[config.mk]
export PLATFORM = sky130hd
export DESIGN_NAME = rgb_led_register_pwm_driver_top
export DESIGN_NICKNAME = d
export VERILOG_FILES = /design/src/hw/rtl/rgbpwm_pkg.sv /design/src/hw/rtl/rgbpwm_core.sv /design/src/hw/rtl/rgb_led_register_pwm_driver_top.sv
export SDC_FILE = /design/constraint.sdc
export NUM_CORES = 1
export LEC_CHECK = 0
export BUFFER_PORTS_ARGS = -buffer_cell sky130_fd_sc_hd__buf_2
export CAP_MARGIN = 15
export CELL_PAD_IN_SITES_DETAIL_PLACEMENT = 1
export CELL_PAD_IN_SITES_GLOBAL_PLACEMENT = 2
export CORE_MARGIN = 3
export CORE_UTILIZATION = 40
export CTS_BUF_LIST = sky130_fd_sc_hd__clkbuf_16
export DETAILED_ROUTE_END_ITERATION = 6
export MAX_ROUTING_LAYER = met4
export PLACE_DENSITY = 0.91
export REMOVE_ABC_BUFFERS = 1
export SYNTH_ARGS = -nofsm -noshare
export SYNTH_HDL_FRONTEND = slang
export SYNTH_SLANG_ARGS = --single-unit
[constraint.sdc]
create_clock -name clk_i -period 3.4 [get_ports clk_i]
set_input_delay 0.68 -clock clk_i [delete_from_list [all_inputs] [get_ports clk_i]]
set_output_delay 0.68 -clock clk_i [all_outputs]
set_load 0.03 [all_outputs]
[src/hw/rtl/rgbpwm_pkg.sv]
`default_nettype none

package rgbpwm_pkg;

  localparam int unsigned MaxWriteBytes = 32;

  typedef enum logic [1:0] {
    KindTick  = 2'd0,
    KindWrite = 2'd1,
    KindRead  = 2'd2
  } kind_e;

  localparam logic [7:0] CmdBlue     = 8'h81;
  localparam logic [7:0] CmdGreen    = 8'h82;
  localparam logic [7:0] CmdRed      = 8'h83;
  localparam logic [7:0] CmdSettings = 8'h84;
  localparam logic [7:0] CmdAutoInc  = 8'h01;
  localparam logic [7:0] CmdScript   = 8'haa;

  typedef struct packed {
    logic [1:0] kind;
    logic [7:0] data_byte;
    logic       first_byte;
    logic       last_byte;
  } item_t;

  typedef struct packed {
    logic       red_on;
    logic       green_on;
    logic       blue_on;
    logic [7:0] reply_status_byte;
    logic [7:0] reply_color_byte;
    logic [7:0] active_script;
  } result_t;

endpackage

`default_nettype wire

[src/hw/rtl/rgbpwm_core.sv]
`default_nettype none

module rgbpwm_core #(
  parameter int unsigned MaxWriteBytes = rgbpwm_pkg::MaxWriteBytes
) (
  input  wire logic                clk_i,
  input  wire logic                rst_ni,
  input  wire logic                step_i,
  input  wire rgbpwm_pkg::item_t   item_i,
  output rgbpwm_pkg::result_t      result_o
);

  localparam int unsigned PosW = $clog2(MaxWriteBytes + 1);
  localparam logic [PosW-1:0] PosMax = PosW'(MaxWriteBytes);
  localparam logic [PosW-1:0] Pos1   = PosW'(1);
  localparam logic [PosW-1:0] Pos2   = PosW'(2);
  localparam logic [PosW-1:0] Pos3   = PosW'(3);

  // colour levels keep only the high nibble; the low nibble is always zero
  logic [3:0]      red_q, red_d, green_q, green_d, blue_q, blue_d;
  logic            ps_q, ps_d, en_q, en_d;
  logic [7:0]      script_q, script_d;
  logic [7:0]      cnt_q, cnt_d;
  logic [2:0]      pins_q, pins_d;
  logic [PosW-1:0] pos_q, pos_d;
  logic [7:0]      cmd_q, cmd_d;
  logic [7:0]      pair_q, pair_d;
  logic [3:0]      held_q [2];
  logic            held_we0, held_we1;

  logic [PosW-1:0] pos;
  logic [7:0]      cmd;
  logic [7:0]      b;

  assign b = item_i.data_byte;

  always_comb begin
    red_d    = red_q;
    green_d  = green_q;
    blue_d   = blue_q;
    ps_d     = ps_q;
    en_d     = en_q;
    script_d = script_q;
    cnt_d    = cnt_q;
    pins_d   = pins_q;
    pos_d    = pos_q;
    cmd_d    = cmd_q;
    pair_d   = pair_q;
    held_we0 = 1'b0;
    held_we1 = 1'b0;
    pos      = item_i.first_byte ? '0 : pos_q;
    cmd      = (pos == '0) ? b : cmd_q;

    case (item_i.kind)
      rgbpwm_pkg::KindTick: begin
        cnt_d = cnt_q + 8'd1;
        if (cnt_d == 8'd0) begin
          pins_d[0] = pins_q[0] | (red_q   != 4'd0);
          pins_d[1] = pins_q[1] | (green_q != 4'd0);
          pins_d[2] = pins_q[2] | (blue_q  != 4'd0);
        end
        // a level of 255 cannot occur, so the compare alone turns off
        if (cnt_d == {red_q, 4'h0})   pins_d[0] = 1'b0;
        if (cnt_d == {green_q, 4'h0}) pins_d[1] = 1'b0;
        if (cnt_d == {blue_q, 4'h0})  pins_d[2] = 1'b0;
      end
      rgbpwm_pkg::KindWrite: begin
        if (pos < PosMax) begin
          if (pos == '0) begin
            cmd_d = b;
            if (b == rgbpwm_pkg::CmdScript) begin
              red_d   = 4'd0;
              green_d = 4'd0;
              blue_d  = 4'd0;
            end
          end
          case (cmd)
            rgbpwm_pkg::CmdSettings: begin
              if (pos == Pos1) begin
                ps_d = b[0];
                en_d = b[1];
              end
            end
            rgbpwm_pkg::CmdBlue, rgbpwm_pkg::CmdGreen, rgbpwm_pkg::CmdRed: begin
              if (!pos[0]) begin
                pair_d = b;
              end else begin
                case (pair_q)
                  rgbpwm_pkg::CmdBlue:  blue_d  = b[3:0];
                  rgbpwm_pkg::CmdGreen: green_d = b[3:0];
                  rgbpwm_pkg::CmdRed:   red_d   = b[3:0];
                  default: ;
                endcase
              end
            end
            rgbpwm_pkg::CmdAutoInc: begin
              if (pos == Pos1) begin
                held_we0 = 1'b1;
              end else if (pos == Pos2) begin
                held_we1 = 1'b1;
              end else if (pos == Pos3 && item_i.last_byte) begin
                blue_d  = held_q[0];
                green_d = held_q[1];
                red_d   = b[3:0];
              end
            end
            rgbpwm_pkg::CmdScript: begin
              if (pos == Pos1) script_d = b;
            end
            default: ;
          endcase
          pos_d = pos + Pos1;
        end
        if (item_i.last_byte) pos_d = '0;
      end
      default: ;
    endcase
  end

  always_ff @(posedge clk_i or negedge rst_ni) begin
    if (!rst_ni) begin
      red_q    <= '0;
      green_q  <= '0;
      blue_q   <= '0;
      ps_q     <= 1'b0;
      en_q     <= 1'b0;
      script_q <= '0;
      cnt_q    <= '0;
      pins_q   <= '0;
      pos_q    <= '0;
      cmd_q    <= '0;
      pair_q   <= '0;
    end else if (step_i) begin
      red_q    <= red_d;
      green_q  <= green_d;
      blue_q   <= blue_d;
      ps_q     <= ps_d;
      en_q     <= en_d;
      script_q <= script_d;
      cnt_q    <= cnt_d;
      pins_q   <= pins_d;
      pos_q    <= pos_d;
      cmd_q    <= cmd_d;
      pair_q   <= pair_d;
    end
  end

  always_ff @(posedge clk_i) begin
    if (step_i && held_we0) held_q[0] <= b[3:0];
    if (step_i && held_we1) held_q[1] <= b[3:0];
  end

  // result reflects the state after this item
  assign result_o.red_on            = pins_d[0];
  assign result_o.green_on          = pins_d[1];
  assign result_o.blue_on           = pins_d[2];
  assign result_o.reply_status_byte = {2'b00, en_d, ps_d, blue_d};
  assign result_o.reply_color_byte  = {green_d, red_d};
  assign result_o.active_script     = script_d;

endmodule

`default_nettype wire

[src/hw/rtl/rgb_led_register_pwm_driver_top.sv]
`default_nettype none
// A request passes the input reg, the state update, then the result reg.
// Throughput: one request per cycle while results are taken.
// A result that is not taken holds the result reg; the input reg then holds once full.
// Reset: asynchronous, active low; colours, flags, counter and pins clear to zero.

module rgb_led_register_pwm_driver_top #(
  parameter int unsigned MaxWriteBytes = rgbpwm_pkg::MaxWriteBytes
) (
  input  wire logic                clk_i,
  input  wire logic                rst_ni,
  input  wire logic                in_valid_i,
  output      logic                in_ready_o,
  input  wire rgbpwm_pkg::item_t   in_item_i,
  output      logic                out_valid_o,
  input  wire logic                out_ready_i,
  output      rgbpwm_pkg::result_t out_result_o
);

  logic                s1_valid_q;
  rgbpwm_pkg::item_t   s1_item_q;
  logic                out_valid_q;
  rgbpwm_pkg::result_t out_q;
  rgbpwm_pkg::result_t res;
  logic                adv;

  assign adv        = !out_valid_q || out_ready_i;
  assign in_ready_o = !s1_valid_q || adv;

  rgbpwm_core #(
    .MaxWriteBytes(MaxWriteBytes)
  ) u_core (
    .clk_i   (clk_i),
    .rst_ni  (rst_ni),
    .step_i  (s1_valid_q && adv),
    .item_i  (s1_item_q),
    .result_o(res)
  );

  always_ff @(posedge clk_i or negedge rst_ni) begin
    if (!rst_ni) begin
      s1_valid_q  <= 1'b0;
      out_valid_q <= 1'b0;
    end else begin
      if (in_ready_o) s1_valid_q <= in_valid_i;
      if (adv) out_valid_q <= s1_valid_q;
    end
  end

  always_ff @(posedge clk_i) begin
    if (in_ready_o && in_valid_i) s1_item_q <= in_item_i;
    if (adv && s1_valid_q) out_q <= res;
  end

  assign out_valid_o  = out_valid_q;
  assign out_result_o = out_q;

endmodule

`default_nettype wire

==> impl_metrics.tcl <==
set metrics [dict create \
    nNetsFinal 497 \
    antenna_cells 0 \
    total_power_mw 3.16 \
    slew-limit-headroom 0.510 \
    vias_per_cell 5.43 \
    cts_resized 0 \
    coreArea_mm2 0.0121 \
    ir_drop_uv 316 \
    syn_to_final_growth_pct 15.3 \
    route.detailed.wl_per_inst_um 19.3 \
    start_util 0.413 \
    outcome "completed" \
    fin_crit_sh 0.864 \
    clock_sinks 102 \
    maxCapViolCount 0 \
    n_fill_cell 1328 \
    seq_area_frac_synth 0.555 \
    rsz0062_at_grt "no" \
    tightest_slew_ns 0.730 \
    internal_power_mw 2.29 \
    p_comb_frac 0.165 \
    arrival_ns 3.03 \
    dp_hpwl_mm 9.07 \
    drtAntennaViolNets 0 \
    syn_avg_cell_area_um2 11.9 \
    gp_congestion 0.943 \
    grt_use_met3 0.0423 \
    dp.cells 633 \
    post_cts_buffers 0 \
    grt_usage 0.195 \
    worst-setup-path-type "flop to flop" \
    hold_path_class "primary input to async pin" \
    final_max_slew_viol_count 0 \
    port_buffers 42 \
    synth-edff-count 45 \
    worstRegToRegCells 9 \
    clk_latency_ns 0.35 \
    clock_tree.root_cell "clkbuf_16" \
    cts_hold_buf 0 \
    swShare 0.273 \
    report.final.setup_viol 0 \
    h-tree-depth 3 \
    gr-usage-met2 0.333 \
    ys_async_sr_fraction 0.559 \
    drc 0 \
    overflow 0 \
    synth_warnings 0 \
    yosys_register_bits 102 \
    grt_pass1_vias 3896 \
    layout_commonest_cell "dfrtp_1" \
    seq_power_share 0.497 \
    drt_iter0_drc 163 \
    synthFlopType "dfrtp_1" \
    end_kind "flop" \
    num_vias 3525 \
    max_freq_mhz 340 \
    cts_tree "yes" \
    die_w_um 118 \
    crit_required_ns 3.50 \
    cts.clk_slew.worst_paths_ns 0.07 \
    grt_max_degree 37 \
    postSynthCellCount 421 \
    fp-row-count 40 \
    wirelength_mm 12.5 \
    grt_first_pass_wirelength_mm 20.7 \
    cts_buffer_depth 2 \
    p_clk_frac 0.338 \
    finalClockSkew_ns 0.00986 \
    final_cells 649 \
    fin_tns_setup_ns 0 \
    drive_above_1_share 0.245 \
    antenna_found_initial 0 \
    power_density_mw_per_mm2 547 \
    dieHeight_um 118 \
    switchingPower_uw 862 \
    busiest_layer "met2" \
    period_needed_ns 2.94 \
    cp_max_fo 9 \
    synth_cell_type_count 58 \
    layout_common_cells "57 x dfrtp_1, 45 x edfxtp_1, 42 x buf_2" \
    synth.cell_area_mm2 0.00501 \
    grt_use_met1 0.234 \
    cp-start-kind "flop" \
    finalHoldViolCount 0 \
    p_leak_nw 2.36 \
    num_io_pins 45 \
    dieArea_mm2 0.0139 \
    cts_buffers 9 \
    drtPass1Iterations 4 \
]
cells in the mapped netlist (6+ instances only):
cell type | instances | area share
dfrtp_1 | 57 | 0.28
edfxtp_1 | 45 | 0.27
mux2_2 | 41 | 0.092
nand2_1 | 41 | 0.031
nor2_1 | 34 | 0.025
nand3_1 | 17 | 0.017
xnor2_1 | 17 | 0.030
a221o_1 | 16 | 0.032
nor2b_1 | 13 | 0.016
nand2b_1 | 9 | 0.011
o21ai_0 | 9 | 0.0090
a22oi_1 | 8 | 0.012
a21oi_1 | 7 | 0.0070
nor3_1 | 7 | 0.0070
nor4_1 | 6 | 0.0075
kinds of logic after synthesis:
logic type      after synthesis  synth area share
fa+ha+maj                     5            0.0125
compound gates               58            0.0852
other cells                   1          0.000749
buf+inv                      18            0.0165
flops                       102             0.555
simple gates                167             0.185
xor+xnor                     22            0.0385
mux                          48             0.107
worst max-delay path: stages (launching register included):
cell	delay, ns
edfxtp_1	0.51
nor2b_1	0.20
buf_4	0.19
ha_1	0.25
nor4bb_1	0.35
o22ai_1	0.19
o2bb2ai_1	0.17
nor3_1	0.23
nand3_1	0.25
mux2_2	0.34
path summary, 6_finish.rpt:
path                                         start                           to  slack [ns]
setup / recovery            s1_item_q[1]$_DFFE_PP_    out_result_o[8]$_DFFE_PP_        0.46
hold / removal                              rst_ni  u_core.cnt_q[7]$_DFFE_PN0P_        0.34
setup reg to reg            s1_item_q[1]$_DFFE_PP_    out_result_o[8]$_DFFE_PP_        0.46
hold reg to reg            u_core.ps_q$_DFFE_PN0P_      u_core.ps_q$_DFFE_PN0P_        0.50
max in group asynchronous                   rst_ni  u_core.cnt_q[6]$_DFFE_PN0P_        2.15
min in group clk_i         u_core.ps_q$_DFFE_PN0P_      u_core.ps_q$_DFFE_PN0P_        0.50
flip-flops by register name, summed over array words and instances, names as in the netlist:
name             cells
u_core.red_q         4
u_core.held_q        8
u_core.blue_q        4
out_result_o        25
u_core.pins_q        3
out_valid_o          1
u_core.en_q          1
s1_item_q           12
u_core.cmd_q         8
u_core.cnt_q         8
u_core.pair_q        8
s1_valid_q           1
u_core.ps_q          1
u_core.script_q      8
u_core.green_q       4
u_core.pos_q         6
layer usage:
metal  vias to the layer above  share of wire
li1                       1669              -
met1                      1784           0.44
met2                        62           0.52
met3                        10          0.036
met4                         0          0.010
met5                         -              0
stage by stage:
stage	hold WS (ns)	util	setup WS, ns	instance area (um^2)
after floorplan	0.384	-	0.416	4950
after detailed placement	0.484	0.451	0.500	5470
after global routing	0.375	0.477	0.189	5770
after global placement	0.463	0.451	0.615	5470
after CTS	0.349	0.477	0.472	5770
final	0.342	0.477	0.463	5770
power groups by stage:
stage,Combinational [mW],Sequential (mW),Clock [mW]
2_1_floorplan,0.312,1.61,0
3_3_place_gp,0.493,1.58,0
3_5_place_dp,0.526,1.59,0
4_1_cts,0.529,1.57,1.09
5_1_grt,0.578,1.59,1.15
6_report,0.522,1.57,1.07
area by class of cell:
cell class                 count  area (um^2)  area share
clock buffer                   9          225      0.0390
clock inverter                 7         80.1      0.0139
inverter                       6         22.5     0.00390
multi-input combinational    302         2150       0.372
sequential                   102         2780       0.481
tap                          168          210      0.0364
timing repair buffer          55          308      0.0533
(Power assumes the default switching activity.)
